===== config.mk =====
export PLATFORM = sky130hd
export DESIGN_NAME = fmh_front
export DESIGN_NICKNAME = d
export VERILOG_FILES = /design/src/rtl/fmh_pkg.sv /design/src/rtl/fmh_front.sv
export SDC_FILE = /design/constraint.sdc
export NUM_CORES = 2
export LEC_CHECK = 0
export BUFFER_PORTS_ARGS = -buffer_cell sky130_fd_sc_hd__buf_2
export CAP_MARGIN = 10
export CORE_MARGIN = 3
export CORE_UTILIZATION = 61
export CTS_BUF_LIST = sky130_fd_sc_hd__clkbuf_4 sky130_fd_sc_hd__clkbuf_8
export CTS_CLUSTER_DIAMETER = 60
export CTS_CLUSTER_SIZE = 8
export DETAILED_ROUTE_END_ITERATION = 7
export GPL_ROUTABILITY_DRIVEN = 1
export PLACE_DENSITY = 0.89
export SYNTH_ARGS = -nofsm -noshare
export SYNTH_HDL_FRONTEND = slang
export SYNTH_SLANG_ARGS = --single-unit

===== constraint.sdc =====
create_clock -name clk -period 15.95 [get_ports clk]
set_input_delay 0.7975 -clock clk [delete_from_list [all_inputs] [get_ports clk]]
set_output_delay 0.7975 -clock clk [all_outputs]
set_load 0.1 [all_outputs]

===== src/rtl/fmh_pkg.sv =====
// shared constants, types and the fnv prime multiply for the multi-lane hash
package fmh_pkg;

    localparam int WORD_W         = 64;
    localparam int BYTE_W         = 8;
    localparam int BYTES_PER_WORD = WORD_W / BYTE_W;
    localparam int QUEUE_DEPTH_DEF = 4;

    localparam logic [WORD_W-1:0] FNV_BASIS = 64'hcbf29ce484222325;
    localparam logic [WORD_W-1:0] FNV_PRIME = 64'h00000100000001b3;

    // lane hash of one word plus its end-of-message mark
    typedef struct packed {
        logic [WORD_W-1:0] lane;
        logic              last;
    } q_item_t;

    // multiply by the fnv prime 2^40 + 0x1b3, modulo 2^64, as shifts and adds
    function automatic logic [WORD_W-1:0] fnv_mul(input logic [WORD_W-1:0] h);
        return (h << 40) + (h << 8) + (h << 7) + (h << 5) + (h << 4) + (h << 1) + h;
    endfunction

endpackage


===== src/rtl/fmh_front.sv =====
// front end: accepts words and forms each lane hash, one byte per stage
module fmh_front (
    input  logic                         clk,
    input  logic                         rst_n,
    input  logic                         push,
    output logic                         full,
    input  logic [fmh_pkg::WORD_W-1:0]   word,
    input  logic                         last,
    output logic                         q_push,
    input  logic                         q_full,
    output fmh_pkg::q_item_t             q_item
);
    import fmh_pkg::*;

    localparam int NB = BYTES_PER_WORD;

    logic              vld_reg  [NB];
    logic [WORD_W-1:0] hash_reg [NB];
    logic [WORD_W-1:0] word_reg [NB];
    logic              last_reg [NB];
    logic              adv;

    // the whole pipe moves unless the finished lane cannot enter the queue
    assign adv    = !(vld_reg[NB-1] && q_full);
    assign full   = !adv;
    assign q_push = vld_reg[NB-1] && !q_full;

    assign q_item.lane = hash_reg[NB-1];
    assign q_item.last = last_reg[NB-1];

    // stage valid bits
    always_ff @(posedge clk or negedge rst_n)
    begin
        if (!rst_n)
        begin
            for (int s = 0; s < NB; s++)
            begin
                vld_reg[s] <= 1'b0;
            end
        end
        else if (adv)
        begin
            vld_reg[0] <= push;
            for (int s = 1; s < NB; s++)
            begin
                vld_reg[s] <= vld_reg[s-1];
            end
        end
    end

    // first byte: lane hash starts from zero
    always_ff @(posedge clk)
    begin
        if (adv)
        begin
            hash_reg[0] <= fnv_mul({{(WORD_W-BYTE_W){1'b0}}, word[BYTE_W-1:0]});
            word_reg[0] <= word >> BYTE_W;
            last_reg[0] <= last;
        end
    end

    // remaining bytes, least significant first
    for (genvar s = 1; s < NB; s++)
    begin : g_stage
        always_ff @(posedge clk)
        begin
            if (adv)
            begin
                hash_reg[s] <= fnv_mul(hash_reg[s-1] ^
                                       {{(WORD_W-BYTE_W){1'b0}}, word_reg[s-1][BYTE_W-1:0]});
                word_reg[s] <= word_reg[s-1] >> BYTE_W;
                last_reg[s] <= last_reg[s-1];
            end
        end
    end

endmodule


==> metrics.md <==
| Metric | Value |
|---|---|
| Status | finished, final reports clean |
| Slew margin rel. | 11.2% |
| WS Path Type | reg2reg |
| Placer Congestion | 1.04 |
| Worst setup SP type | flip-flop |
| Layout area overhead | 5.11% |
| Clock transition at path regs | 0.06 ns |
| Nets | 10,600 |
| Clk Latency, worst-skew pair | 0.89 ns |
| Crit-path max FO | 9 |
| Vias | 56,400 |
| Number of flip-flops in the largest register | 458 |
| Wire per inst | 20.6 µm |
| Worst Path Required | 16.55 ns |
| Final WL | 209,000 µm |
| Final min period | 6.87 ns |
| DR DRC count | 0 |
| Compound-cell area share of the yosys netlist | 8.91% |
| GRT Util Overall | 29.5% |
| Layout cells sized above 1 | 4.51% |
| Initial core utilization | 61.7% |
| Largest net degree at the start of global routing | 150 |
| Post-Syn Instances | 8,076 |
| Setup TNS | 0 ns |
| Root Driver | clkbuf_8 |
| Largest family of logic cells by synthesized area | adder cells |
| Cell Count, Final, Fillers Out | 10,100 |
| Slew Limit Fails | 0 |
| Placed cells | 9,980 |
| Cts bufs inserted | 108 |
| Fillers | 10,400 |
| Ys Warns | 0 |
| H-tree Lvls | 3 |
| Clock Sink Count | 698 |
| Initial antenna violation count | 3 |
| Yosys cell types | 86 |
| Part of the Yosys area used for sequential elements | 23.9% |
| Setup crit end kind | flip-flop |
| # setup viols final | 0 |
| Rows | 138 |
| Ys async rst share | 1.15% |
| Data arrival time of the critical path | 7.48 ns |
| Ys flop type | edfxtp_1 |
| Syn Area/Cell | 10.9 µm² |
| Mux contribution to synthesized area | 0.114% |
| Clk buf depth | 3 |
| Die Ht | 385 µm |
| CTS tree | done |
| Xor and xnor area share after synthesis | 5.46% |
| Worst Tran Pin Value | 1.32 ns |
| Post-synth EDFFs | 690 |
| Synthesized area | 87,700 µm² |
| Finished Core Util | 64.9% |
| DRT antenna net count | 0 |
| Fmax | 145 MHz |
| GR Overflow Total | 0 |
| Core area | 142,000 µm² |
| Post-Syn Nets | 10,500 |
| Post-synthesis simple-gate area fraction | 4.46% |
| Detail Placement HPWL | 177,000 µm |
| Crit share post-route | 43.1% |
| Final Hold Fails | 0 |
| I/O Pins | 136 |
| Pre-antenna DRT Iters | 8 |
| RSZ-0062 raised after global routing | no |
| Post-Synth Adder-Cell Area | 46.3% |
| Post-CTS Setup Inserts | 0 |
| FF+latch count, synth | 698 |
| Hold Crit Class | in2reg |
| Die ar. | 148,000 µm² |
| Max Clock Skew | 0.0653 ns |
| Port Buffers | 135 |
| Iter 0 DRT Violations | 3,522 |
| Die Span X | 385 µm |
| First-pass GRT wire length | 338,000 µm |
| Vias in the first global route | 63,300 |
| MaxCap Viol Count | 0 |
| Vias per cell | 5.56 |
-- synth_stat cells (42+ instances only) --
master	count	area [µm²]
inv_1	2322	8720
fa_1	1501	30000
ha_1	830	10400
edfxtp_1	690	20700
a21oi_1	409	2050
xnor2_1	351	3070
nand2_1	252	946
a21o_1	246	1850
xor2_1	196	1720
nor2_1	159	597
o21ai_0	157	786
o21bai_1	74	556
nand3_1	69	345
clkbuf_1	68	255
buf_4	65	488
nor2b_1	50	313
nor3_1	50	250
nand4_1	43	269
nand2b_1	42	263
-- layout by cell type, fill, tap and decap left out, drive strengths merged, types with 16 or more instances in the layout --
cell type  synthesis  layout
nor3              52      52
clkbuf            68     133
nor2b             50      50
and3              39      39
maj3              19      19
a31oi             36      36
nand4             43      43
a211oi            22      22
o21ai            196     196
fa              1501    1501
o31ai             16      16
and2              24      24
nand2            252     252
a21oi            415     415
o21bai            74      74
xor2             196     196
inv             2322    2327
a21o             246     246
clkinv             0      20
edfxtp           690     690
xnor2            351     351
nand2b            42      42
nor2             159     159
o21a              36      36
nand3             69      69
buf               80     162
o211ai            29      29
ha               830     830
-- critical path, stage by stage, from the launching register on --
cell and delay, ns:
edfxtp_1 0.42, xor2_1 0.73, inv_1 0.15, fa_1 0.53, fa_1 0.49, inv_1 0.04
ha_1 0.27, ha_1 0.28, ha_1 0.19, inv_1 0.07, fa_1 0.46, nand2b_1 0.18
a21oi_1 0.28, o21ai_1 0.12, nand2_1 0.14, a31oi_1 0.16, o31ai_1 1.11, a2111o_1 0.27
nand2_1 0.13, o31ai_1 0.34, o41ai_1 0.13, xnor2_1 0.13
-- metal layers --
metal	GRT usage (%)	wire (µm)	up-vias
li1	-	-	25600
met1	31.9	73700	28300
met2	53.9	110000	1815
met3	3.71	8680	706
met4	19.5	16700	0
met5	0	0	-
-- logic make-up after synthesis --
kind of cell	after synthesis
flip-flops	698
AND/OR/NAND/NOR	798
multiplexers	9
XOR/XNOR	547
buffers and inverters	2470
adder cells (fa/ha/maj)	2350
AO/OA/AOI/OAI	1204
-- metrics by stage --
step | hold WS [ns] | instance area (µm²) | setup WS [ns]
global route | 0.0652 | 92200 | 8.78
global placement | 0.400 | 90200 | 9.25
CTS | 0.0469 | 92200 | 9.14
floorplan | 0.400 | 87700 | 2.16
detailed placement | 0.405 | 90200 | 9.10
finish | 0.112 | 92200 | 9.08
-- final timing paths --
check | from | endpoint | slack [ns] | cells after the start
hold / removal | word[20] | word_reg[0][12] | 0.11 | 1
max in group asynchronous | rst_n | vld_reg[0] | 15.47 | 2
setup / recovery | word_reg[6][4] | hash_reg[1][253] | 9.08 | 21
hold reg to reg | word_reg[5][11] | word_reg[6][3] | 0.40 | 0
min in group asynchronous | rst_n | vld_reg[7] | 0.31 | 2
setup reg to reg | word_reg[6][4] | hash_reg[1][253] | 9.08 | 21
-- timing repair --
item,in CTS,in global routing
gates resized for setup,0,0
endpoints found under the hold margin,8,0
hold buffers,1,0
-- final cells by class --
cell class / instances / area, µm² / area share [%]
multi-input combinational: 4908 / 57300 / 62.1
sequential: 698 / 20900 / 22.7
inverter: 2322 / 8720 / 9.46
tap: 1890 / 2360 / 2.57
clock buffer: 133 / 1690 / 1.83
timing repair buffer: 163 / 901 / 0.977
clock inverter: 29 / 302 / 0.327
antenna: 5 / 12.5 / 0.0136
Power is left out: the tool's default activity adds up to more than one toggle a clock period on the data nets, which glitch-free logic cannot reach.
