**src/rtl/fmh_pkg.sv**
```systemverilog
// shared constants, types and the fnv prime multiply for the multi-lane hash
package fmh_pkg;

    localparam int WORD_W         = 64;
    localparam int BYTE_W         = 8;
    localparam int BYTES_PER_WORD = WORD_W / BYTE_W;
    localparam int QUEUE_DEPTH_DEF = 4;

    localparam logic [WORD_W-1:0] FNV_BASIS = 64'hcbf29ce484222325;
    localparam logic [WORD_W-1:0] FNV_PRIME = 64'h00000100000001b3;

    // lane hash of one word plus its end-of-message mark
    typedef struct packed {
        logic [WORD_W-1:0] lane;
        logic              last;
    } q_item_t;

    // multiply by the fnv prime 2^40 + 0x1b3, modulo 2^64, as shifts and adds
    function automatic logic [WORD_W-1:0] fnv_mul(input logic [WORD_W-1:0] h);
        return (h << 40) + (h << 8) + (h << 7) + (h << 5) + (h << 4) + (h << 1) + h;
    endfunction

endpackage

```
**src/rtl/fmh_back.sv**
```systemverilog
// back end: folds lane hashes into the running hash and holds the digest
module fmh_back (
    input  logic                         clk,
    input  logic                         rst_n,
    input  logic                         q_empty,
    input  fmh_pkg::q_item_t             q_item,
    output logic                         q_pop,
    output logic                         empty,
    input  logic                         pop,
    output logic [fmh_pkg::WORD_W-1:0]   digest
);
    import fmh_pkg::*;

    logic [WORD_W-1:0] run_reg, run_next;
    logic [WORD_W-1:0] digest_reg;
    logic              out_vld_reg, out_vld_next;
    logic [WORD_W-1:0] mixed;
    logic              take;

    // a last item needs a free result slot, others go straight through
    assign take   = !q_empty && (!q_item.last || !out_vld_reg || pop);
    assign q_pop  = take;
    assign mixed  = fnv_mul(run_reg ^ q_item.lane);
    assign empty  = !out_vld_reg;
    assign digest = digest_reg;

    // running hash and result slot
    always_comb
    begin
        run_next     = run_reg;
        out_vld_next = out_vld_reg && !pop;
        if (take)
        begin
            if (q_item.last)
            begin
                run_next     = FNV_BASIS;
                out_vld_next = 1'b1;
            end
            else
            begin
                run_next = mixed;
            end
        end
    end

    always_ff @(posedge clk or negedge rst_n)
    begin
        if (!rst_n)
        begin
            run_reg     <= FNV_BASIS;
            out_vld_reg <= 1'b0;
        end
        else
        begin
            run_reg     <= run_next;
            out_vld_reg <= out_vld_next;
        end
    end

    // digest capture
    always_ff @(posedge clk)
    begin
        if (take && q_item.last)
        begin
            digest_reg <= mixed;
        end
    end

endmodule

```
**config.mk**
```make
export PLATFORM = sky130hd
export DESIGN_NAME = fmh_back
export DESIGN_NICKNAME = d
export VERILOG_FILES = /design/src/rtl/fmh_pkg.sv /design/src/rtl/fmh_back.sv
export SDC_FILE = /design/constraint.sdc
export NUM_CORES = 1
export LEC_CHECK = 0
export BUFFER_PORTS_ARGS = -buffer_cell sky130_fd_sc_hd__clkbuf_2
export CORE_MARGIN = 3
export CORE_UTILIZATION = 35
export CTS_CLUSTER_SIZE = 8
export DETAILED_ROUTE_END_ITERATION = 10
export GPL_ROUTABILITY_DRIVEN = 0
export PLACE_DENSITY_LB_ADDON = 0.15
export SYNTH_ARGS = -nofsm -noshare
export SYNTH_HDL_FRONTEND = slang
export SYNTH_SLANG_ARGS = --single-unit
```
**constraint.sdc**
```tcl
create_clock -name clk -period 10.36 [get_ports clk]
set_input_delay 2.072 -clock clk [delete_from_list [all_inputs] [get_ports clk]]
set_output_delay 2.072 -clock clk [all_outputs]
set_load 0.01 [all_outputs]
```
==> out/metrics.yaml, run 1 <==
fillers: 4416
critPathRequiredTime_ps: 10590
period_needed_ps: 7630
wl_per_cell_um: 19.6
htreeDepth: 4
crit_path_top_delay_cell: "xnor2_1"
period_share_pct: 73.6
cp_num_buf_inv: 4
critPathLaunchType: "input port"
cts_root_buf: "clkbuf_16"
syn-instance-count: 1555
synth_top_area_share_pct: 22.3
avgSynthCellArea_um2: 10.2
clk_latency_ps: 490
tns_ps: 0
yosysTopAreaCell: "fa_1"
drcViolationCount: 0
num-nets-final: 2077
crit_start: "q_item[24]"
fp.dieArea_um2: 47800
clock_skew_ps: 15.2
critPathTopFamily: "adder cells"
coreArea_um2: 44400
reg2reg_to: "digest[60]"
path_depth: 19
ant_nets: 0
synth_common_cells: "inv_1 (245), fa_1 (176), ha_1 (147)"
crit_type: "in -> reg"
hp-class: "reg -> reg"
met2_wirelength_um: 21300
synth.area.top_cells: "fa_1 (22%), edfxtp_1 (12%), ha_1 (12%)"
drv_slew: 0
yosys_most_used_dff: "edfxtp_1"
setup_viol: 0
initial_core_util_pct: 35.6
cts_tree: "done"
cp_cell_sequence: "clkbuf_2 -> xnor2_1 -> inv_1 -> fa_1 -> fa_1 -> inv_1 -> fa_1 -> inv_1 -> ha_1 -> ha_1 -> and3_2 -> nand4_4 -> nor2_1 -> nor4b_1 -> o21ai_1 -> o21ai_2 -> a21oi_2 -> o21a_1 -> xnor2_1"
vias: 11400
yosysMostFrequentCell: "inv_1"
cts_made_buffers: 17
ff2ff_path_depth: 18
hpwl_um: 36300
gr-total-overflow: 0
fmax_ghz: 0.131
timing.rr.start: "run_reg[23]"
cts_hold_buf: 0
syn_nets: 1947
routed_wl_um: 44900
path_max_fanout: 7
clk_pin_slew_ps: 60
synth_edf_count: 64
synth_async_sr_flop_share_pct: 50.4
area_delta_synth_final_pct: 12.7
slew_headroom_pct: 15.2
postCtsSetupRepairBufs: 0
max_slew.worst_pin.slew_ps: 1270
status: "finished clean"
grt.total_usage_pct: 19.8
clock_sinks: 129
wl_met3_um: 1670
grt_pass1_vias: 12100
first_iter_violations: 612
m1WireLength_um: 20900
end_kind: "flip-flop"
drive_gt1_share_pct: 15.0
ys_seq_area_share_pct: 22.7
row_count: 77
postCtsResizedCells: 0
viasPerCell: 4.96
cp.arrival_ps: 7860
die_y_um: 219
ios: 135
syn-cell-area_um2: 15800
synth_seq_cells: 129
synth_cell_type_count: 73
cts_buffer_depth: 2
die-width_um: 219
grt_setup_unrepaired: "no"
maxCapViolations: 0
yosysWarnings: 0
dr.pass1.iters: 5
antenna_found_initial: 0
top_layer: "met4"
grt_pass1_wl_um: 70300
cp_slowest_stage_delay_ps: 820
portBuffers: 134
n_antenna_cell: 0
endpoint: "digest[60]"
rrSetupSlack_ps: 4010
grt_max_degree: 42
hold_path_depth: 2
hold_viol: 0
## per-layer routing
metal	vias to the layer above	track usage [%]
met4	0	7.07
met1	5654	26.2
met3	48	3.46
met2	206	32.6
li1	5447	-
met5	-	0
## layout make-up
type	count	area [µm²]	share of cell area (%)
Timing Repair Buffer	171	951	5.33
Clock buffer	18	429	2.41
Sequential cell	129	3580	20.1
Multi-Input combinational cell	1119	11100	62.1
Tap cell	592	741	4.15
Inverter	247	927	5.20
Clock inverter	14	118	0.660
## worst min path at each step
stage               start    endpoint  slack (ps)
3_3_place_gp   run_reg[2]  run_reg[2]         450
4_1_cts        run_reg[2]  run_reg[2]         460
5_1_grt        run_reg[2]  run_reg[2]         470
3_5_place_dp   run_reg[2]  run_reg[2]         450
6_report       run_reg[2]  run_reg[2]         460
2_1_floorplan  run_reg[2]  run_reg[2]         440
## worst reg2reg max path: stages, from the launching register on
cell and delay (ps):
dfrtp_1 390, xnor2_1 840, inv_1 320, fa_1 540, fa_1 540, inv_1 40, fa_1 470, inv_1 60
ha_1 270, ha_1 400, and3_2 280, nand4_4 140, nor2_1 120, nor4b_1 500, o21ai_1 290, o21ai_2 410
a21oi_2 140, o21a_1 230, xnor2_1 130
## placed cells by master, fill, tap and decap left out, drive strengths merged, types with 10 or more instances in the layout
cell	instances
fa	176
nand2	72
xor2	141
buf	38
nand3	17
clkbuf	151
a21oi	96
o21ai	41
nor2	43
maj3	26
nor3	13
clkinv	10
inv	246
edfxtp	64
nand4	15
and3	10
a31oi	10
o22a	21
a21o	57
o21bai	11
dfstp	28
xnor2	110
a22o	27
ha	147
dfrtp	37
## through the flow
step                hold WS, ps  area [µm²]  std cells  setup WS [ps]  utilization (%)
floorplan                   441       15800       1555           3460                -
global placement            449       17300       2258           2160             38.9
detailed placement          451       17300       2258           2190             38.9
CTS                         460       17800       2290           2710             40.1
global route                473       17800       2290           2410             40.1
finish                      459       17800       2290           2730             40.1
## cells by family after synthesis
family | after synthesis | synth area share [%]
adders and majority gates | 349 | 35.6
AOI/OAI and AO/OA | 321 | 14.3
DFF | 129 | 22.7
buffers and inverters | 307 | 7.42
xor gates and xnor gates | 252 | 14.0
muxes | 3 | 0.190
and+or+nand+nor | 194 | 5.87
Power of run 1 is not shown: default switching activity piles up to over one toggle a cycle in this logic, so the estimate is an artifact.
==> inputs of run 2 (changes only) <==
Clock period 10.36 ns to 6.7 ns, I/O delays scaled along.
==> run 2 against run 1 <==
Compared with the run above: clock skew grew 1.4 ps; register-to-register slack lost 3000 ps; final cell count grew 2.1%; worst setup slack lost 2300 ps; sequential cell count is the same; sequential share of layout area shrank 0.55 points; hold slack gained 1.8 ps; wire length grew 3.1%; via count grew 2.1%; critical path depth shrank 1; first-iteration DRC count grew 9.3%; highest routed layer unchanged.
==> out/metrics.yaml, run 2 (synthesis gave the netlist of run 1 again) <==
fmax_ghz: 0.160
antenna_found_initial: 0  # unchanged
initial_core_util_pct: 35.6  # unchanged
grt_setup_unrepaired: "no"  # unchanged
final_cell_mix: "inv_1 (245), fa_1 (176), ha_1 (147), xor2_1 (140), clkbuf_2 (133)"  # unchanged
cp_cell_sequence: "clkbuf_2 -> xor2_2 -> fa_1 -> fa_1 -> inv_1 -> fa_1 -> inv_1 -> ha_1 -> ha_1 -> a21o_1 -> a21oi_2 -> o21ai_1 -> a221o_1 -> o31ai_2 -> a21boi_1 -> o21ai_1 -> nand2_1 -> xor2_1"  # was clkbuf_2 -> xnor2_1 -> inv_1 -> fa_1 -> fa_1 -> inv_1 -> fa_1 -> inv_1 -> ha_1 -> ha_1 -> and3_2 -> nand4_4 -> nor2_1 -> nor4b_1 -> o21ai_1 -> o21ai_2 -> a21oi_2 -> o21a_1 -> xnor2_1
crit_top_cell: "fa_1"
end_kind: "flip-flop"  # unchanged
wl_per_cell_um: 19.8  # was 19.6 µm
critPathTopFamily: "adder cells"  # unchanged
cts_made_buffers: 17  # unchanged
clock_skew_ps: 16.6  # was 15.2 ps
finalCoreUtilization_pct: 41.3  # was 40.1%
setup_viol: 0  # unchanged
grt_pass1_vias: 12400  # was 12100
clk_pin_slew_ps: 70  # was 60 ps
fp.dieArea_um2: 47800  # unchanged
grt_max_degree: 66  # was 42
critPathRequiredTime_ps: 6940  # was 10590 ps
hp-class: "reg -> reg"  # unchanged
cp_slowest_stage_delay_ps: 550  # was 820 ps
crit_type: "in -> reg"  # unchanged
place_area_um2: 17700  # was 17300 µm²
die_y_um: 219  # unchanged
ios: 135  # unchanged
grt_pass1_wl_um: 73800  # was 70300 µm
cts_hold_buf: 0  # unchanged
coreArea_um2: 44400  # unchanged
hpwl_um: 38000  # was 36300 µm
htreeDepth: 4  # unchanged
cp.arrival_ps: 6490  # was 7860 ps
crit_path_top_delay_cell: "xor2_2"  # was xnor2_1
hold_slack_ps: 461  # was 459 ps
period_share_pct: 93.2
cp_num_buf_inv: 3  # was 4
n_antenna_cell: 0  # unchanged
path_max_fanout: 7  # unchanged
cts_root_buf: "clkbuf_16"  # unchanged
cts_buffer_depth: 2  # unchanged
portBuffers: 134  # unchanged
vias: 11600  # was 11400
drv_slew: 0  # unchanged
hold_viol: 0  # unchanged
period_needed_ps: 6240
final_common_cell: "inv_1"  # unchanged
cts_tree: "done"  # unchanged
finish.instance_area_um2: 18300  # was 17800 µm²
row_count: 77  # unchanged
num-nets-final: 2125  # was 2077
slew_headroom_pct: 17.4  # was 15.2%
viasPerCell: 4.96  # about the same
drive_gt1_share_pct: 17.4  # was 15.0%
clk_latency_ps: 490  # about the same
drcViolationCount: 0  # unchanged
routed_wl_um: 46300  # was 44900 µm
fillers: 4401  # was 4416
dr.pass1.iters: 5  # unchanged
max_slew.worst_pin.slew_ps: 1240  # was 1270 ps
critPathLaunchType: "input port"  # unchanged
clock_sinks: 129  # unchanged
status: "finished clean"  # unchanged
first_iter_violations: 669  # was 612
maxCapViolations: 0  # unchanged
die-width_um: 219  # unchanged
postCtsSetupRepairBufs: 0  # unchanged
area_delta_synth_final_pct: 15.9  # was 12.7%
grt.total_usage_pct: 20.6  # was 19.8%
ant_nets: 0  # unchanged
gr-total-overflow: 0  # unchanged
tns_ps: 0  # unchanged
## run 2: cell types whose count changed in the layout (fill, tap and decap cells not counted)
cell / before / now
inv_6: 1 / 0
clkinv_2: 3 / 1
clkinvlp_4: 4 / 2
bufinv_16: 1 / 5
buf_4: 38 / 84
buf_12: 0 / 2
clkinv_1: 4 / 3
clkinv_4: 3 / 4
clkbuf_16: 17 / 18
## run 2: final cells by class
| class | count | area, µm² | area share, % |
|---|---|---|---|
| multi-input combinational | 1119 | 11100 | 60.4 |
| sequential | 129 | 3580 | 19.5 |
| timing repair buffer | 219 | 1340 | 7.29 |
| inverter | 247 | 927 | 5.06 |
| tap | 592 | 741 | 4.04 |
| clock buffer | 19 | 454 | 2.48 |
| clock inverter | 13 | 209 | 1.14 |
## run 2: stage by stage
stage	setup slack, ps	instances
final	457	2338
after global routing	234	2338
after CTS	87.5	2338
after detailed placement	-443	2306
after global placement	-425	2306
after floorplan	536	1555
## run 2: layer usage
| metal | vias up | global-route usage [%] | wire [µm] |
|---|---|---|---|
| met5 | - | 0 | 0 |
| li1 | 5547 | - | - |
| met2 | 211 | 34.3 | 22300 |
| met4 | 0 | 5.04 | 726 |
| met1 | 5803 | 27.9 | 21600 |
| met3 | 35 | 3.60 | 1630 |
## run 2: what timing repair did
action	in CTS	in global routing
endpoints found under the setup margin	0	12
endpoints found under the hold margin	0	0
gates resized for setup	0	1
## run 2: path summary, 6_finish.rpt
check,from,end,slack (ps),cells after the start
worst max-delay path,q_item[25],digest[62],460,18
worst min-delay path,run_reg[5],run_reg[5],460,2
worst max register to register,run_reg[9],digest[60],990,19
worst min register to register,run_reg[5],run_reg[5],460,2
max in group asynchronous,rst_n,run_reg[50],4980,1
min in group asynchronous,rst_n,run_reg[18],1040,1
## run 2: worst reg2reg max path: cells and delay by family, from the launching register on
family                     cells  cell delay (ps)
adders and majority gates      5             1990
AOI/OAI and AO/OA              6             1450
xor gates and xnor gates       3              710
DFF                            1              550
and+or+nand+nor                2              520
buffers and inverters          3              250
Power of run 2 is left out for the same reason.
==> inputs of run 3 (changes only) <==
Settings changed: PLACE_DENSITY set to 0.6, PLACE_DENSITY_LB_ADDON 0.15 to not set.
==> run 3 against run 2 <==
Compared with the run above: die area unchanged; worst setup slack got worse by 33 ps; largest cell class unchanged; sequential cell count unchanged; hold slack about the same; count of clock-buffer cells in the layout decreased by 1; fmax fell by 0.53%; critical path depth is 1 higher; first-iteration DRC count is 3.9% higher; critical path type unchanged; clock skew fell by 5.1 ps; sequential share of layout area increased by 0.070 points; via count rose by 1.7%; register-to-register slack worse by 130 ps.
==> out/metrics.yaml, run 3 (synthesis gave the netlist of run 1 again) <==
met2_wirelength_um: 21200  # was 22300 µm
grt.total_usage_pct: 19.6  # was 20.6%
grt_pass1_wl_um: 70800  # was 73800 µm
clock_sinks: 129  # unchanged
cp_cell_sequence: "clkbuf_2 -> xor2_1 -> ha_1 -> xor2_1 -> fa_1 -> inv_1 -> fa_1 -> inv_1 -> ha_1 -> ha_1 -> a21oi_1 -> o221ai_1 -> nor2_1 -> a2111oi_4 -> o31ai_2 -> a21boi_1 -> o21ai_1 -> nand2_1 -> xor2_1"  # was clkbuf_2 -> xor2_2 -> fa_1 -> fa_1 -> inv_1 -> fa_1 -> inv_1 -> ha_1 -> ha_1 -> a21o_1 -> a21oi_2 -> o21ai_1 -> a221o_1 -> o31ai_2 -> a21boi_1 -> o21ai_1 -> nand2_1 -> xor2_1
slew_headroom_pct: 33.6  # was 17.4%
num-nets-final: 2134  # was 2125
viasPerCell: 5.02  # was 4.96
clk_pin_slew_ps: 70  # about the same
initial_core_util_pct: 35.6  # unchanged
crit_path_top_delay_cell: "fa_1"  # was xor2_2
hold_slack_ps: 461  # about the same
status: "finished clean"  # unchanged
clock_skew_ps: 11.5  # was 16.6 ps
drive_gt1_share_pct: 17.8  # was 17.4%
vias: 11800  # was 11600
fmax_ghz: 0.159  # was 0.160 GHz
maxCapViolations: 0  # unchanged
finish.instance_area_um2: 18300  # about the same
place_area_um2: 17700  # about the same
dp_slack_ps: 54.2  # was -443 ps
grt_pass1_vias: 12600  # was 12400
setup_viol: 0  # unchanged
m1WireLength_um: 20400  # was 21600 µm
die-width_um: 219  # unchanged
hp-class: "reg -> reg"  # unchanged
cp_num_buf_inv: 3  # unchanged
postCtsSetupRepairBufs: 0  # unchanged
clk_latency_ps: 470  # was 490 ps
cts_tree: "done"  # unchanged
row_count: 77  # unchanged
first_iter_violations: 695  # was 669
critPathLaunchType: "input port"  # unchanged
setup_slack_ps: 424  # was 457 ps
ios: 135  # unchanged
cts_buffer_depth: 2  # unchanged
area_delta_synth_final_pct: 15.5  # was 15.9%
hpwl_um: 36700  # was 38000 µm
coreArea_um2: 44400  # unchanged
hold_viol: 0  # unchanged
final_cell_mix: "inv_1 (245), fa_1 (176), ha_1 (147), xor2_1 (141), clkbuf_2 (133)"  # was inv_1 (245), fa_1 (176), ha_1 (147), xor2_1 (140), clkbuf_2 (133)
cts_hold_buf: 0  # unchanged
antenna_found_initial: 0  # unchanged
grt_setup_unrepaired: "no"  # unchanged
critPathRequiredTime_ps: 6900  # was 6940 ps
postCtsResizedCells: 0  # unchanged
tns_ps: 0  # unchanged
dr.pass1.iters: 5  # unchanged
wl_met3_um: 2180  # was 1630 µm
n_antenna_cell: 0  # unchanged
grt_max_degree: 66  # unchanged
cp.arrival_ps: 6480  # was 6490 ps
ant_nets: 0  # unchanged
htreeDepth: 4  # unchanged
rrSetupSlack_ps: 860  # was 990 ps
path_max_fanout: 6  # was 7
crit_type: "in -> reg"  # unchanged
drv_slew: 0  # unchanged
critPathTopFamily: "adder cells"  # unchanged
final_common_cell: "inv_1"  # unchanged
cts_root_buf: "clkbuf_16"  # unchanged
die_y_um: 219  # unchanged
period_needed_ps: 6280  # was 6240 ps
wl_per_cell_um: 19.0  # was 19.8 µm
max_slew.worst_pin.slew_ps: 996  # was 1240 ps
gr-total-overflow: 0  # unchanged
fp.dieArea_um2: 47800  # unchanged
cts_made_buffers: 17  # unchanged
cp_slowest_stage_delay_ps: 530  # was 550 ps
portBuffers: 134  # unchanged
end_kind: "flip-flop"  # unchanged
period_share_pct: 93.7  # was 93.2%
drcViolationCount: 0  # unchanged
routed_wl_um: 44700  # was 46300 µm
top_layer: "met4"  # unchanged
-- run 3: changes by cell type in the layout (fill, tap and decap cells not counted), sizes merged --
cell      previous run  this run
buf                 86        95
bufinv               5         1
inv                245       249
clkinvlp             2         4
clkbuf             152       151
clkinv               8         7
-- run 3: cell type report --
cell class / instances / area, µm²
Fill cell: 4306 / 26100
Multi-Input combinational cell: 1119 / 11100
Sequential cell: 129 / 3580
Timing Repair Buffer: 228 / 1380
Inverter: 247 / 927
Tap cell: 592 / 741
Clock buffer: 18 / 429
Clock inverter: 14 / 134
-- run 3: final timing paths --
kind                            start          end  depth (start not counted)
min in group asynchronous       rst_n  run_reg[20]                          1
max reg2reg                run_reg[9]   digest[62]                         18
max in group asynchronous       rst_n  out_vld_reg                          1
max                        q_item[10]   digest[62]                         19
min reg2reg                run_reg[2]   run_reg[2]                          2
min                        run_reg[2]   run_reg[2]                          2
-- run 3: worst register-to-register path, cell delays in order (launching register included) --
cell,delay [ps]
dfstp_2,560
xor2_1,410
ha_1,340
xor2_1,190
fa_1,530
inv_1,50
fa_1,470
inv_1,40
ha_1,270
ha_1,360
a21oi_1,390
o221ai_1,180
nor2_1,300
a2111oi_4,140
o31ai_2,530
a21boi_1,220
o21ai_1,300
nand2_1,110
xor2_1,180
-- run 3: routing by layer --
metal  vias up  global-route usage (%)
met2       287                    32.5
li1       5565                       -
met5         -                       0
met1      5889                    26.3
met4         0                    6.33
met3        52                    3.23
-- run 3: through the flow --
step / util [%] / cells
detailed placement: 39.9 / 2315
floorplan: - / 1555
global placement: 39.9 / 2315
global route: 41.1 / 2347
finish: 41.1 / 2347
CTS: 41.1 / 2347
Power of run 3 is left out for the same reason.
