<file path="src/rtl/fmh_pkg.sv">
// shared constants, types and the fnv prime multiply for the multi-lane hash
package fmh_pkg;

    localparam int WORD_W         = 64;
    localparam int BYTE_W         = 8;
    localparam int BYTES_PER_WORD = WORD_W / BYTE_W;
    localparam int QUEUE_DEPTH_DEF = 4;

    localparam logic [WORD_W-1:0] FNV_BASIS = 64'hcbf29ce484222325;
    localparam logic [WORD_W-1:0] FNV_PRIME = 64'h00000100000001b3;

    // lane hash of one word plus its end-of-message mark
    typedef struct packed {
        logic [WORD_W-1:0] lane;
        logic              last;
    } q_item_t;

    // multiply by the fnv prime 2^40 + 0x1b3, modulo 2^64, as shifts and adds
    function automatic logic [WORD_W-1:0] fnv_mul(input logic [WORD_W-1:0] h);
        return (h << 40) + (h << 8) + (h << 7) + (h << 5) + (h << 4) + (h << 1) + h;
    endfunction

endpackage

</file>
<file path="src/rtl/fmh_fifo.sv">
// short queue of lane hashes between the front and back ends
module fmh_fifo #(
    parameter int DEPTH = fmh_pkg::QUEUE_DEPTH_DEF
) (
    input  logic             clk,
    input  logic             rst_n,
    input  logic             wr_en,
    input  fmh_pkg::q_item_t wr_item,
    output logic             q_full,
    input  logic             rd_en,
    output fmh_pkg::q_item_t rd_item,
    output logic             q_empty
);
    import fmh_pkg::*;

    localparam int PTR_W = (DEPTH > 1) ? $clog2(DEPTH) : 1;
    localparam int CNT_W = $clog2(DEPTH + 1);

    q_item_t            mem_reg [DEPTH];
    logic [PTR_W-1:0]   wr_ptr_reg, wr_ptr_next;
    logic [PTR_W-1:0]   rd_ptr_reg, rd_ptr_next;
    logic [CNT_W-1:0]   cnt_reg, cnt_next;
    logic               do_wr, do_rd;

    assign q_full  = (cnt_reg == CNT_W'(DEPTH));
    assign q_empty = (cnt_reg == '0);
    assign do_wr   = wr_en && !q_full;
    assign do_rd   = rd_en && !q_empty;
    assign rd_item = mem_reg[rd_ptr_reg];

    // pointer and fill count update
    always_comb
    begin
        wr_ptr_next = wr_ptr_reg;
        rd_ptr_next = rd_ptr_reg;
        cnt_next    = cnt_reg;
        if (do_wr)
        begin
            wr_ptr_next = (wr_ptr_reg == PTR_W'(DEPTH - 1)) ? '0 : wr_ptr_reg + 1'b1;
        end
        if (do_rd)
        begin
            rd_ptr_next = (rd_ptr_reg == PTR_W'(DEPTH - 1)) ? '0 : rd_ptr_reg + 1'b1;
        end
        if (do_wr && !do_rd)
        begin
            cnt_next = cnt_reg + 1'b1;
        end
        else if (do_rd && !do_wr)
        begin
            cnt_next = cnt_reg - 1'b1;
        end
    end

    always_ff @(posedge clk or negedge rst_n)
    begin
        if (!rst_n)
        begin
            wr_ptr_reg <= '0;
            rd_ptr_reg <= '0;
            cnt_reg    <= '0;
        end
        else
        begin
            wr_ptr_reg <= wr_ptr_next;
            rd_ptr_reg <= rd_ptr_next;
            cnt_reg    <= cnt_next;
        end
    end

    // entry storage
    always_ff @(posedge clk)
    begin
        if (do_wr)
        begin
            mem_reg[wr_ptr_reg] <= wr_item;
        end
    end

endmodule

</file>
<file path="config.mk">
export PLATFORM = sky130hd
export DESIGN_NAME = fmh_fifo
export DESIGN_NICKNAME = d
export VERILOG_FILES = /design/src/rtl/fmh_pkg.sv /design/src/rtl/fmh_fifo.sv
export SDC_FILE = /design/constraint.sdc
export NUM_CORES = 1
export LEC_CHECK = 0
export BUFFER_PORTS_ARGS = -buffer_cell sky130_fd_sc_hd__buf_4
export CAP_MARGIN = 20
export CORE_MARGIN = 1
export CORE_UTILIZATION = 61
export DETAILED_ROUTE_END_ITERATION = 7
export PLACE_DENSITY = 0.84
export REMOVE_ABC_BUFFERS = 1
export SLEW_MARGIN = 25
export SYNTH_ARGS = -nofsm -noshare
export SYNTH_HDL_FRONTEND = slang
export SYNTH_SLANG_ARGS = --single-unit
</file>
<file path="constraint.sdc">
create_clock -name clk -period 5.7 [get_ports clk]
set_input_delay 1.425 -clock clk [delete_from_list [all_inputs] [get_ports clk]]
set_output_delay 1.425 -clock clk [all_outputs]
set_load 0.1 [all_outputs]
</file>
==> impl_metrics.prom, run 1 <==
# TYPE chip_impl_metric gauge
chip_impl_info{name="outcome",value="finished, final reports clean"} 1
chip_impl_metric{name="rows",unit=""} 46
chip_impl_metric{name="io-pin-count",unit=""} 136
chip_impl_metric{name="area.growth.synth_to_final",unit="%"} 20.6
chip_impl_metric{name="finalSetupViolCount",unit=""} 0
chip_impl_metric{name="antenna_left",unit=""} 0
chip_impl_metric{name="setup.reg_to_reg.worst_slack",unit="ns"} 3.30
chip_impl_metric{name="post_synth_xor_area_fraction",unit="%"} 0.267
chip_impl_metric{name="floorplan.die_area",unit="mm^2"} 0.0167
chip_impl_metric{name="crit_path_max_fanout",unit=""} 29
chip_impl_metric{name="ys_seq_elements",unit=""} 267
chip_impl_metric{name="antenna_found_initial",unit=""} 1
chip_impl_metric{name="dp_hpwl",unit="um"} 9340
chip_impl_info{name="startpoint_of_the_lowest_slack_hold_path",value="cnt_reg[2]"} 1
chip_impl_metric{name="layoutNonFillerInstCount",unit=""} 760
chip_impl_metric{name="worst-r2r-cell-count",unit=""} 3
chip_impl_metric{name="slew_headroom",unit="%"} 34.2
chip_impl_metric{name="syn-cell-area",unit="mm^2"} 0.00986
chip_impl_metric{name="final_nets",unit=""} 602
chip_impl_metric{name="vias",unit=""} 4380
chip_impl_metric{name="cts_htree_levels",unit=""} 1
chip_impl_info{name="most-common-layout-cells",value="sky130_fd_sc_hd__edfxtp_1, sky130_fd_sc_hd__buf_4, sky130_fd_sc_hd__mux4_2"} 1
chip_impl_metric{name="post_cts_hold_buffer_count",unit=""} 0
chip_impl_info{name="worst_setup_path_end_kind",value="output pin"} 1
chip_impl_metric{name="port-buffer-count",unit=""} 135
chip_impl_metric{name="cap_violations",unit=""} 0
chip_impl_metric{name="max_clock_freq",unit="MHz"} 246
chip_impl_info{name="timing.hold.worst.class",value="reg2reg"} 1
chip_impl_metric{name="grt_pass1_vias",unit=""} 4576
chip_impl_metric{name="critical_path_required",unit="ns"} 4.28
chip_impl_metric{name="synth.mux.area_fraction",unit="%"} 15.3
chip_impl_metric{name="gr-usage-all-layers",unit="%"} 20.6
chip_impl_metric{name="drt_wl_total",unit="um"} 16900
chip_impl_metric{name="wl_per_cell",unit="um"} 22.2
chip_impl_metric{name="post_cts_resize_count",unit=""} 0
chip_impl_metric{name="design.core.area",unit="mm^2"} 0.0158
chip_impl_metric{name="synth_top_area_share",unit="%"} 79.2
chip_impl_metric{name="detail_route.first_pass.iterations",unit=""} 4
chip_impl_metric{name="chipHeight",unit="um"} 129
chip_impl_metric{name="fraction_of_final_layout_cells_sized_beyond_drive_strength_1",unit="%"} 45.8
chip_impl_info{name="critical_path.reg2reg.startpoint",value="cnt_reg[2]"} 1
chip_impl_metric{name="number_of_antenna_diodes",unit=""} 0
chip_impl_metric{name="grt_start_max_net_pins",unit=""} 68
chip_impl_metric{name="synth_warnings",unit=""} 0
chip_impl_metric{name="numPlacedInstances",unit=""} 714
chip_impl_metric{name="cp.arrival",unit="ns"} 2.64
chip_impl_metric{name="finalSetupTns",unit="ns"} 0
chip_impl_info{name="main_combinational_cell_family_by_area_after_synthesis",value="multiplexers"} 1
chip_impl_metric{name="cts_inserted_buffers",unit=""} 26
chip_impl_metric{name="globalplace.congestion",unit=""} 0.724
chip_impl_metric{name="synth-simple-area-share",unit="%"} 0.622
chip_impl_metric{name="synth.avg_cell_area",unit="um^2"} 26.1
chip_impl_info{name="rsz_0062_raised_after_global_routing",value="false"} 1
chip_impl_info{name="timing.setup.critical_path_class",value="reg2out"} 1
chip_impl_metric{name="clock_tree.buffer_depth",unit=""} 3
chip_impl_info{name="startpoint_types",value="flip-flop"} 1
chip_impl_metric{name="grt_remaining_overflow",unit=""} 0
chip_impl_metric{name="global_route_wire_length_before_repair",unit="um"} 25300
chip_impl_metric{name="skew",unit="ns"} 0.0103
chip_impl_metric{name="period_needed",unit="ns"} 4.06
chip_impl_info{name="synth.largest_area_cell",value="sky130_fd_sc_hd__edfxtp_1"} 1
chip_impl_info{name="min_delay_worst_endpoint",value="cnt_reg[2]"} 1
chip_impl_metric{name="numClockSinks",unit=""} 267
chip_impl_metric{name="number_of_pins_exceeding_their_max_slew_limit_in_the_final_report",unit=""} 0
chip_impl_info{name="timing.rr.end",value="mem_reg[1][12]"} 1
chip_impl_metric{name="synth_adder_area_share",unit="%"} 0.965
chip_impl_metric{name="drt_iter0_markers",unit=""} 233
chip_impl_metric{name="finalHoldViolations",unit=""} 0
chip_impl_metric{name="drcViolationCount",unit=""} 0
chip_impl_info{name="final_common_cell",value="sky130_fd_sc_hd__edfxtp_1"} 1
chip_impl_metric{name="routed_via_density",unit=""} 5.76
chip_impl_info{name="netlist_top_cells_area",value="sky130_fd_sc_hd__edfxtp_1, sky130_fd_sc_hd__mux4_2, sky130_fd_sc_hd__dfrtp_1"} 1
chip_impl_metric{name="min_path_cells",unit=""} 1
chip_impl_metric{name="final_min_period_over_clock_period",unit="%"} 71.2
chip_impl_metric{name="largest_register_ff_count",unit=""} 260
chip_impl_info{name="cts_tree",value="yes"} 1
chip_impl_info{name="clk_tree_root_cell",value="sky130_fd_sc_hd__clkbuf_16"} 1
chip_impl_metric{name="netlist_instances",unit=""} 377
chip_impl_metric{name="insertion_delay",unit="ns"} 0.51
chip_impl_metric{name="yosys.cell_types.count",unit=""} 22
chip_impl_metric{name="area_fraction_in_compound_gates_after_synthesis",unit="%"} 0.203
chip_impl_metric{name="max_slew.worst_pin.slew",unit="ns"} 0.987
chip_impl_metric{name="clock_transition_at_the_registers_of_the_reported_paths",unit="ns"} 0.06
chip_impl_metric{name="chipWidth",unit="um"} 129
chip_impl_metric{name="finalHoldWorstSlack",unit="ns"} 0.539
chip_impl_metric{name="post_cts.repair.setup_buffers",unit=""} 0
chip_impl_metric{name="fraction_of_the_yosys_area_taken_by_sequential_cells",unit="%"} 81.0
chip_impl_metric{name="start_util",unit="%"} 62.3
-- worst max-delay path by stage --
| stage | depth (start not counted) | startpoint | slack [ns] | end |
|---|---|---|---|---|
| after detailed placement | 3 | rd_ptr_reg[0] | 2.14 | rd_item[3] |
| after CTS | 3 | rd_ptr_reg[0] | 1.54 | rd_item[29] |
| after floorplan | 1 | rd_ptr_reg[0] | 0.70 | rd_item[0] |
| final | 3 | rd_ptr_reg[0] | 1.64 | rd_item[29] |
| after global placement | 3 | rd_ptr_reg[0] | 2.16 | rd_item[24] |
| after global routing | 3 | rd_ptr_reg[0] | 1.46 | rd_item[29] |
-- synth_stat cells --
library cell	count
sky130_fd_sc_hd__edfxtp_1	260
sky130_fd_sc_hd__mux4_2	65
sky130_fd_sc_hd__dfrtp_1	7
sky130_fd_sc_hd__buf_2	6
sky130_fd_sc_hd__ha_1	6
sky130_fd_sc_hd__and2_1	4
sky130_fd_sc_hd__buf_12	4
sky130_fd_sc_hd__buf_4	3
sky130_fd_sc_hd__inv_1	3
sky130_fd_sc_hd__clkbuf_1	2
sky130_fd_sc_hd__mux2_1	2
sky130_fd_sc_hd__mux2_2	2
sky130_fd_sc_hd__nor2_1	2
sky130_fd_sc_hd__nor3_1	2
sky130_fd_sc_hd__xor2_1	2
sky130_fd_sc_hd__a21o_1	1
sky130_fd_sc_hd__buf_6	1
sky130_fd_sc_hd__fa_1	1
sky130_fd_sc_hd__nor2b_1	1
sky130_fd_sc_hd__nor3b_2	1
sky130_fd_sc_hd__o31ai_2	1
sky130_fd_sc_hd__xnor2_1	1
-- per-stage QoR --
stage / worst slack (ns) / instance area, um^2 / utilization (%)
after global routing: 1.46 / 11900 / 75.1
final: 1.64 / 11900 / 75.1
after CTS: 1.54 / 11900 / 75.1
after global placement: 2.16 / 11000 / 69.6
after detailed placement: 2.14 / 11000 / 69.6
after floorplan: 0.701 / 9710 / -
-- metal layers --
metal	vias to the layer above	wire, um	global-route usage [%]
met3	26	1130	4.50
li1	1902	-	-
met2	175	8600	34.2
met5	-	12	0
met4	2	215	4.22
met1	2275	6940	28.9
-- critical path, stage by stage (launching register included) --
cell,delay [ns]
sky130_fd_sc_hd__dfrtp_4,0.68
sky130_fd_sc_hd__buf_4,0.56
sky130_fd_sc_hd__mux4_2,0.60
sky130_fd_sc_hd__buf_4,0.25
-- final cells by class --
class / count / area (um^2)
clock inverter: 17 / 184
inverter: 3 / 11.3
clock buffer: 29 / 683
fill: 866 / 3940
sequential: 267 / 7990
tap: 216 / 270
multi-input combinational: 91 / 1720
timing repair buffer: 137 / 1030
-- cell families (layout without fill, tap and decap cells) --
logic type / count (synthesis) / count (layout)
mux: 69 / 69
flops: 267 / 267
simple gates: 10 / 10
buf+inv: 19 / 186
xor+xnor: 3 / 3
compound gates: 2 / 2
fa+ha+maj: 7 / 7
Power of run 1 is left out: the tool's default activity adds up to more than one toggle a clock period on the data nets, which glitch-free logic cannot reach.
==> run 2: changes to the inputs <==
CORE_UTILIZATION = 57   (was 61)
PLACE_DENSITY = 0.79   (was 0.84)
clock period = 4 ns   (was 5.7 ns; I/O delays follow)
==> run 2 against run 1 <==
Flip-flop and latch count is the same; clock-buffer cell count grew 3; setup slack lost 1.1 ns; cell count grew 1.3%; non-clock buffer count grew 6; via count grew 1.1%; highest routed layer is now met4.
==> impl_metrics.prom, run 2 (same netlist as run 1, synthesis figures left out) <==
# TYPE chip_impl_metric gauge
chip_impl_metric{name="port-buffer-count",unit=""} 135
chip_impl_metric{name="cts_inserted_buffers",unit=""} 26
chip_impl_info{name="cpMostUsedCell",value="sky130_fd_sc_hd__buf_4"} 1
chip_impl_metric{name="global_route_wire_length_before_repair",unit="um"} 26500
chip_impl_metric{name="fraction_of_final_layout_cells_sized_beyond_drive_strength_1",unit="%"} 45.8
chip_impl_info{name="outcome",value="finished, final reports clean"} 1
chip_impl_info{name="timing.hold.worst.class",value="in2async"} 1
chip_impl_metric{name="number_of_antenna_diodes",unit=""} 0
chip_impl_metric{name="critical_path_buf_inv_count",unit=""} 2
chip_impl_metric{name="antenna_left",unit=""} 0
chip_impl_metric{name="period_needed",unit="ns"} 3.48
chip_impl_metric{name="post_cts_hold_buffer_count",unit=""} 0
chip_impl_metric{name="vias",unit=""} 4428
chip_impl_metric{name="drcViolationCount",unit=""} 0
chip_impl_metric{name="finalSetupTns",unit="ns"} 0
chip_impl_metric{name="wl_per_cell",unit="um"} 22.3
chip_impl_metric{name="dp_hpwl",unit="um"} 10500
chip_impl_metric{name="grt_pass1_vias",unit=""} 4756
chip_impl_metric{name="antenna_found_initial",unit=""} 0
chip_impl_metric{name="globalplace.congestion",unit=""} 0.717
chip_impl_metric{name="worst_slack",unit="ns"} 0.520
chip_impl_metric{name="insertion_delay",unit="ns"} 0.52
chip_impl_info{name="cts_tree",value="yes"} 1
chip_impl_info{name="startpoint_types",value="flip-flop"} 1
chip_impl_metric{name="post_cts_resize_count",unit=""} 0
chip_impl_metric{name="crit_path_max_fanout",unit=""} 26
chip_impl_info{name="path_cells",value="buf_4, mux4_2, buf_4"} 1
chip_impl_metric{name="cts_htree_levels",unit=""} 1
chip_impl_metric{name="max_slew.worst_pin.slew",unit="ns"} 0.992
chip_impl_metric{name="gr-usage-all-layers",unit="%"} 20.0
chip_impl_info{name="crit_path_top_delay_cell",value="sky130_fd_sc_hd__dfrtp_4"} 1
chip_impl_metric{name="drt_wl_total",unit="um"} 17200
chip_impl_info{name="timing.setup.critical_path_class",value="reg2out"} 1
chip_impl_metric{name="clock_transition_at_the_registers_of_the_reported_paths",unit="ns"} 0.06
chip_impl_info{name="worst_setup_path_end_kind",value="output pin"} 1
chip_impl_info{name="final_common_cell",value="sky130_fd_sc_hd__edfxtp_1"} 1
chip_impl_metric{name="chipWidth",unit="um"} 134
chip_impl_metric{name="drt_iter0_markers",unit=""} 239
chip_impl_metric{name="grt_remaining_overflow",unit=""} 0
chip_impl_metric{name="cp.arrival",unit="ns"} 2.48
chip_impl_info{name="clk_tree_root_cell",value="sky130_fd_sc_hd__clkbuf_16"} 1
chip_impl_metric{name="floorplan.die_area",unit="mm^2"} 0.0178
chip_impl_metric{name="detail_route.first_pass.iterations",unit=""} 5
chip_impl_metric{name="cap_violations",unit=""} 0
chip_impl_metric{name="max_clock_freq",unit="MHz"} 287
chip_impl_metric{name="design.core.area",unit="mm^2"} 0.0168
chip_impl_metric{name="routed_via_density",unit=""} 5.75
chip_impl_metric{name="largest_register_ff_count",unit=""} 260
chip_impl_metric{name="chipHeight",unit="um"} 134
chip_impl_metric{name="worst_slack_placed",unit="ns"} 0.984
chip_impl_metric{name="rows",unit=""} 47
chip_impl_info{name="crit_family",value="flip-flops"} 1
chip_impl_metric{name="clock_tree.buffer_depth",unit=""} 3
chip_impl_metric{name="timing.critical_path.slowest_cell_delay",unit="ns"} 0.77
chip_impl_info{name="most-common-layout-cells",value="sky130_fd_sc_hd__edfxtp_1, sky130_fd_sc_hd__buf_4, sky130_fd_sc_hd__mux4_2"} 1
chip_impl_metric{name="grt_start_max_net_pins",unit=""} 68
chip_impl_metric{name="area.growth.synth_to_final",unit="%"} 20.8
chip_impl_metric{name="skew",unit="ns"} 0.00925
chip_impl_metric{name="critical_path_required",unit="ns"} 3.00
chip_impl_metric{name="finalSetupViolCount",unit=""} 0
chip_impl_metric{name="numClockSinks",unit=""} 267
chip_impl_metric{name="finalHoldViolations",unit=""} 0
chip_impl_metric{name="number_of_pins_exceeding_their_max_slew_limit_in_the_final_report",unit=""} 0
chip_impl_metric{name="final_nets",unit=""} 608
chip_impl_metric{name="start_util",unit="%"} 58.8
chip_impl_metric{name="post_cts.repair.setup_buffers",unit=""} 0
chip_impl_metric{name="slew_headroom",unit="%"} 33.8
chip_impl_metric{name="final_min_period_over_clock_period",unit="%"} 87.0
chip_impl_info{name="rsz_0062_raised_after_global_routing",value="false"} 1
chip_impl_metric{name="io-pin-count",unit=""} 136
[run 2: worst reg2reg max path, stage by stage (launching register included)]
cell and delay (ns):
sky130_fd_sc_hd__dfrtp_1 0.43, sky130_fd_sc_hd__nor3b_2 0.19, sky130_fd_sc_hd__nor2b_1 0.44, sky130_fd_sc_hd__and2_4 0.69, sky130_fd_sc_hd__buf_12 0.29
[run 2: cell type report]
class	instances	area, um^2
inverters	3	11.3
multi-input cells	91	1720
fillers	977	4850
clock buffers	32	694
clock inverters	14	88.8
flip-flops and latches	267	7990
repair buffers	143	1120
well taps	220	275
[run 2: worst paths after layout]
kind	startpoint	endpoint	slack, ns	cells after the start
max	rd_ptr_reg[0]	rd_item[30]	0.52	3
min	rst_n	cnt_reg[0]	0.29	1
max reg2reg	cnt_reg[2]	mem_reg[1][27]	1.65	4
min reg2reg	cnt_reg[2]	cnt_reg[2]	0.56	1
max in group asynchronous	rst_n	rd_ptr_reg[0]	3.57	1
min in group clk	cnt_reg[2]	cnt_reg[2]	0.56	1
[run 2: routing by layer]
layer  global-route usage (%)  wire [um]
met1                     27.1       7020
met2                     33.7       8730
met3                     3.73       1100
met4                     5.62        340
met5                        0          0
[run 2: per-stage QoR]
stage / util (%) / cells / hold slack [ns] / instance area [um^2]
after CTS: 71.0 / 770 / 0.269 / 11900
after detailed placement: 66.4 / 724 / 0.546 / 11100
after global routing: 71.0 / 770 / 0.276 / 11900
after floorplan: - / 361 / 0.493 / 9710
after global placement: 66.4 / 724 / 0.509 / 11100
final: 71.0 / 770 / 0.285 / 11900
Power of run 2 is left out for the same reason.
==> run 3: changes to the inputs <==
CELL_PAD_IN_SITES_DETAIL_PLACEMENT = 0   (was not set)
CELL_PAD_IN_SITES_GLOBAL_PLACEMENT = 2   (was not set)
CORE_UTILIZATION = 45   (was 57)
PLACE_DENSITY = not set   (was 0.79)
PLACE_DENSITY_LB_ADDON = 0.1   (was not set)
==> run 3 against run 2 <==
Critical path depth unchanged; global-route usage down 3.5 points; die area is 26% higher; clock skew increased by 0.0088 ns; flip-flop and latch count unchanged; clock-buffer cell count rose by 2; design area increased by 0.92%; sequential share of layout area decreased by 0.61 points; via count down 2.1%; non-clock buffer count did not move; core utilization down 14 points; critical endpoint is now rd_item[40]; highest routed layer unchanged.
==> impl_metrics.prom, run 3 (same netlist as run 1, synthesis figures left out) <==
# TYPE chip_impl_metric gauge
chip_impl_info{name="outcome",value="finished, final reports clean"} 1
chip_impl_metric{name="period_needed",unit="ns"} 3.49
chip_impl_metric{name="floorplan.die_area",unit="mm^2"} 0.0225
chip_impl_metric{name="post_cts_resize_count",unit=""} 0
chip_impl_metric{name="io-pin-count",unit=""} 136
chip_impl_metric{name="cp.arrival",unit="ns"} 2.49
chip_impl_metric{name="rows",unit=""} 53
chip_impl_metric{name="dp_hpwl",unit="um"} 10400
chip_impl_metric{name="global_route_wire_length_before_repair",unit="um"} 27200
chip_impl_metric{name="antenna_found_initial",unit=""} 0
chip_impl_metric{name="finalSetupViolCount",unit=""} 0
chip_impl_info{name="timing.hold.worst.class",value="in2async"} 1
chip_impl_metric{name="chipHeight",unit="um"} 150
chip_impl_info{name="cts_tree",value="yes"} 1
chip_impl_info{name="timing.setup.critical_path_class",value="reg2out"} 1
chip_impl_metric{name="timing.critical_path.slowest_cell_delay",unit="ns"} 0.84
chip_impl_metric{name="max_slew.worst_pin.slew",unit="ns"} 0.674
chip_impl_metric{name="layoutNonFillerInstCount",unit=""} 828
chip_impl_metric{name="skew",unit="ns"} 0.0181
chip_impl_metric{name="vias",unit=""} 4335
chip_impl_info{name="rsz_0062_raised_after_global_routing",value="false"} 1
chip_impl_metric{name="final.fill_count",unit=""} 1643
chip_impl_metric{name="grt_remaining_overflow",unit=""} 0
chip_impl_metric{name="critical_path_required",unit="ns"} 3.00
chip_impl_metric{name="post_cts.repair.setup_buffers",unit=""} 0
chip_impl_metric{name="wl_per_cell",unit="um"} 21.4
chip_impl_metric{name="gr-usage-all-layers",unit="%"} 16.5
chip_impl_metric{name="chipWidth",unit="um"} 150
chip_impl_metric{name="multiInputGateArea",unit="mm^2"} 0.00172
chip_impl_info{name="cpMostUsedCell",value="sky130_fd_sc_hd__buf_4"} 1
chip_impl_metric{name="cap_violations",unit=""} 0
chip_impl_info{name="path_cells",value="buf_4, mux4_2, buf_4"} 1
chip_impl_metric{name="cts_inserted_buffers",unit=""} 27
chip_impl_metric{name="finalHoldViolations",unit=""} 0
chip_impl_metric{name="grt_pass1_vias",unit=""} 4914
chip_impl_metric{name="post_cts_hold_buffer_count",unit=""} 0
chip_impl_metric{name="area.growth.synth_to_final",unit="%"} 21.9
chip_impl_metric{name="largest_register_ff_count",unit=""} 260
chip_impl_metric{name="design.core.area",unit="mm^2"} 0.0212
chip_impl_metric{name="final_nets",unit=""} 609
chip_impl_metric{name="finalSetupTns",unit="ns"} 0
chip_impl_metric{name="grt_start_max_net_pins",unit=""} 43
chip_impl_info{name="crit_path_top_delay_cell",value="sky130_fd_sc_hd__dfrtp_4"} 1
chip_impl_metric{name="slew_headroom",unit="%"} 55.1
chip_impl_metric{name="ff_latch_area",unit="mm^2"} 0.00799
chip_impl_info{name="most-common-layout-cells",value="sky130_fd_sc_hd__edfxtp_1, sky130_fd_sc_hd__buf_4, sky130_fd_sc_hd__mux4_2"} 1
chip_impl_metric{name="insertion_delay",unit="ns"} 0.53
chip_impl_metric{name="cts_htree_levels",unit=""} 1
chip_impl_info{name="startpoint_types",value="flip-flop"} 1
chip_impl_metric{name="routed_via_density",unit=""} 5.24
chip_impl_metric{name="drt_iter0_markers",unit=""} 234
chip_impl_metric{name="globalplace.congestion",unit=""} 0.695
chip_impl_metric{name="clock_tree.buffer_depth",unit=""} 3
chip_impl_metric{name="start_util",unit="%"} 46.5
chip_impl_metric{name="numPlacedInstances",unit=""} 779
chip_impl_metric{name="drt_wl_total",unit="um"} 17700
chip_impl_metric{name="number_of_pins_exceeding_their_max_slew_limit_in_the_final_report",unit=""} 0
chip_impl_info{name="final_common_cell",value="sky130_fd_sc_hd__edfxtp_1"} 1
chip_impl_metric{name="port-buffer-count",unit=""} 135
chip_impl_metric{name="antenna_left",unit=""} 0
chip_impl_metric{name="final_min_period_over_clock_period",unit="%"} 87.2
chip_impl_metric{name="detail_route.first_pass.iterations",unit=""} 4
chip_impl_metric{name="numClockSinks",unit=""} 267
chip_impl_metric{name="max_clock_freq",unit="MHz"} 287
chip_impl_metric{name="clock_transition_at_the_registers_of_the_reported_paths",unit="ns"} 0.06
chip_impl_metric{name="crit_path_max_fanout",unit=""} 30
chip_impl_info{name="clk_tree_root_cell",value="sky130_fd_sc_hd__clkbuf_16"} 1
chip_impl_metric{name="number_of_antenna_diodes",unit=""} 0
chip_impl_info{name="worst_setup_path_end_kind",value="output pin"} 1
chip_impl_metric{name="fraction_of_final_layout_cells_sized_beyond_drive_strength_1",unit="%"} 45.8
chip_impl_metric{name="drcViolationCount",unit=""} 0
-- run 3: per-stage QoR --
step	cell area [um^2]	setup WS, ns	hold WS (ns)	utilization [%]
after global routing	12000	0.338	0.274	56.6
after global placement	11200	0.986	0.511	52.9
after floorplan	9710	-0.574	0.493	-
after CTS	12000	0.413	0.269	56.6
final	12000	0.511	0.287	56.6
after detailed placement	11200	0.979	0.516	52.9
-- run 3: cell type report --
type / count / area share [%]
Inverter: 3 / 0.0937
Clock inverter: 15 / 0.812
Clock buffer: 34 / 5.84
Timing Repair Buffer: 143 / 9.56
Sequential cell: 267 / 66.5
Multi-Input combinational cell: 91 / 14.3
Tap cell: 275 / 2.86
-- run 3: path summary, 6_finish.rpt --
kind,to,from,slack (ns),cells past startpoint
setup reg to reg,mem_reg[2][40],cnt_reg[2],1.71,4
min in group clk,cnt_reg[2],cnt_reg[2],0.53,1
hold reg to reg,cnt_reg[2],cnt_reg[2],0.53,1
hold / removal,cnt_reg[1],rst_n,0.29,1
setup / recovery,rd_item[40],rd_ptr_reg[0],0.51,3
max in group asynchronous,rd_ptr_reg[0],rst_n,3.58,1
-- run 3: worst max-delay path, delay by kind of cell (launching register included) --
family | cells | cell delay, ns
buf+inv | 2 | 0.59
flops | 1 | 0.84
mux | 1 | 0.54
-- run 3: layer usage --
layer / global-route usage, % / part of all wire, %
met5: 0 / 0
met4: 4.65 / 1.6
met3: 3.72 / 5.8
met2: 28.6 / 52
met1: 20.7 / 41
Power of run 3 is left out for the same reason.
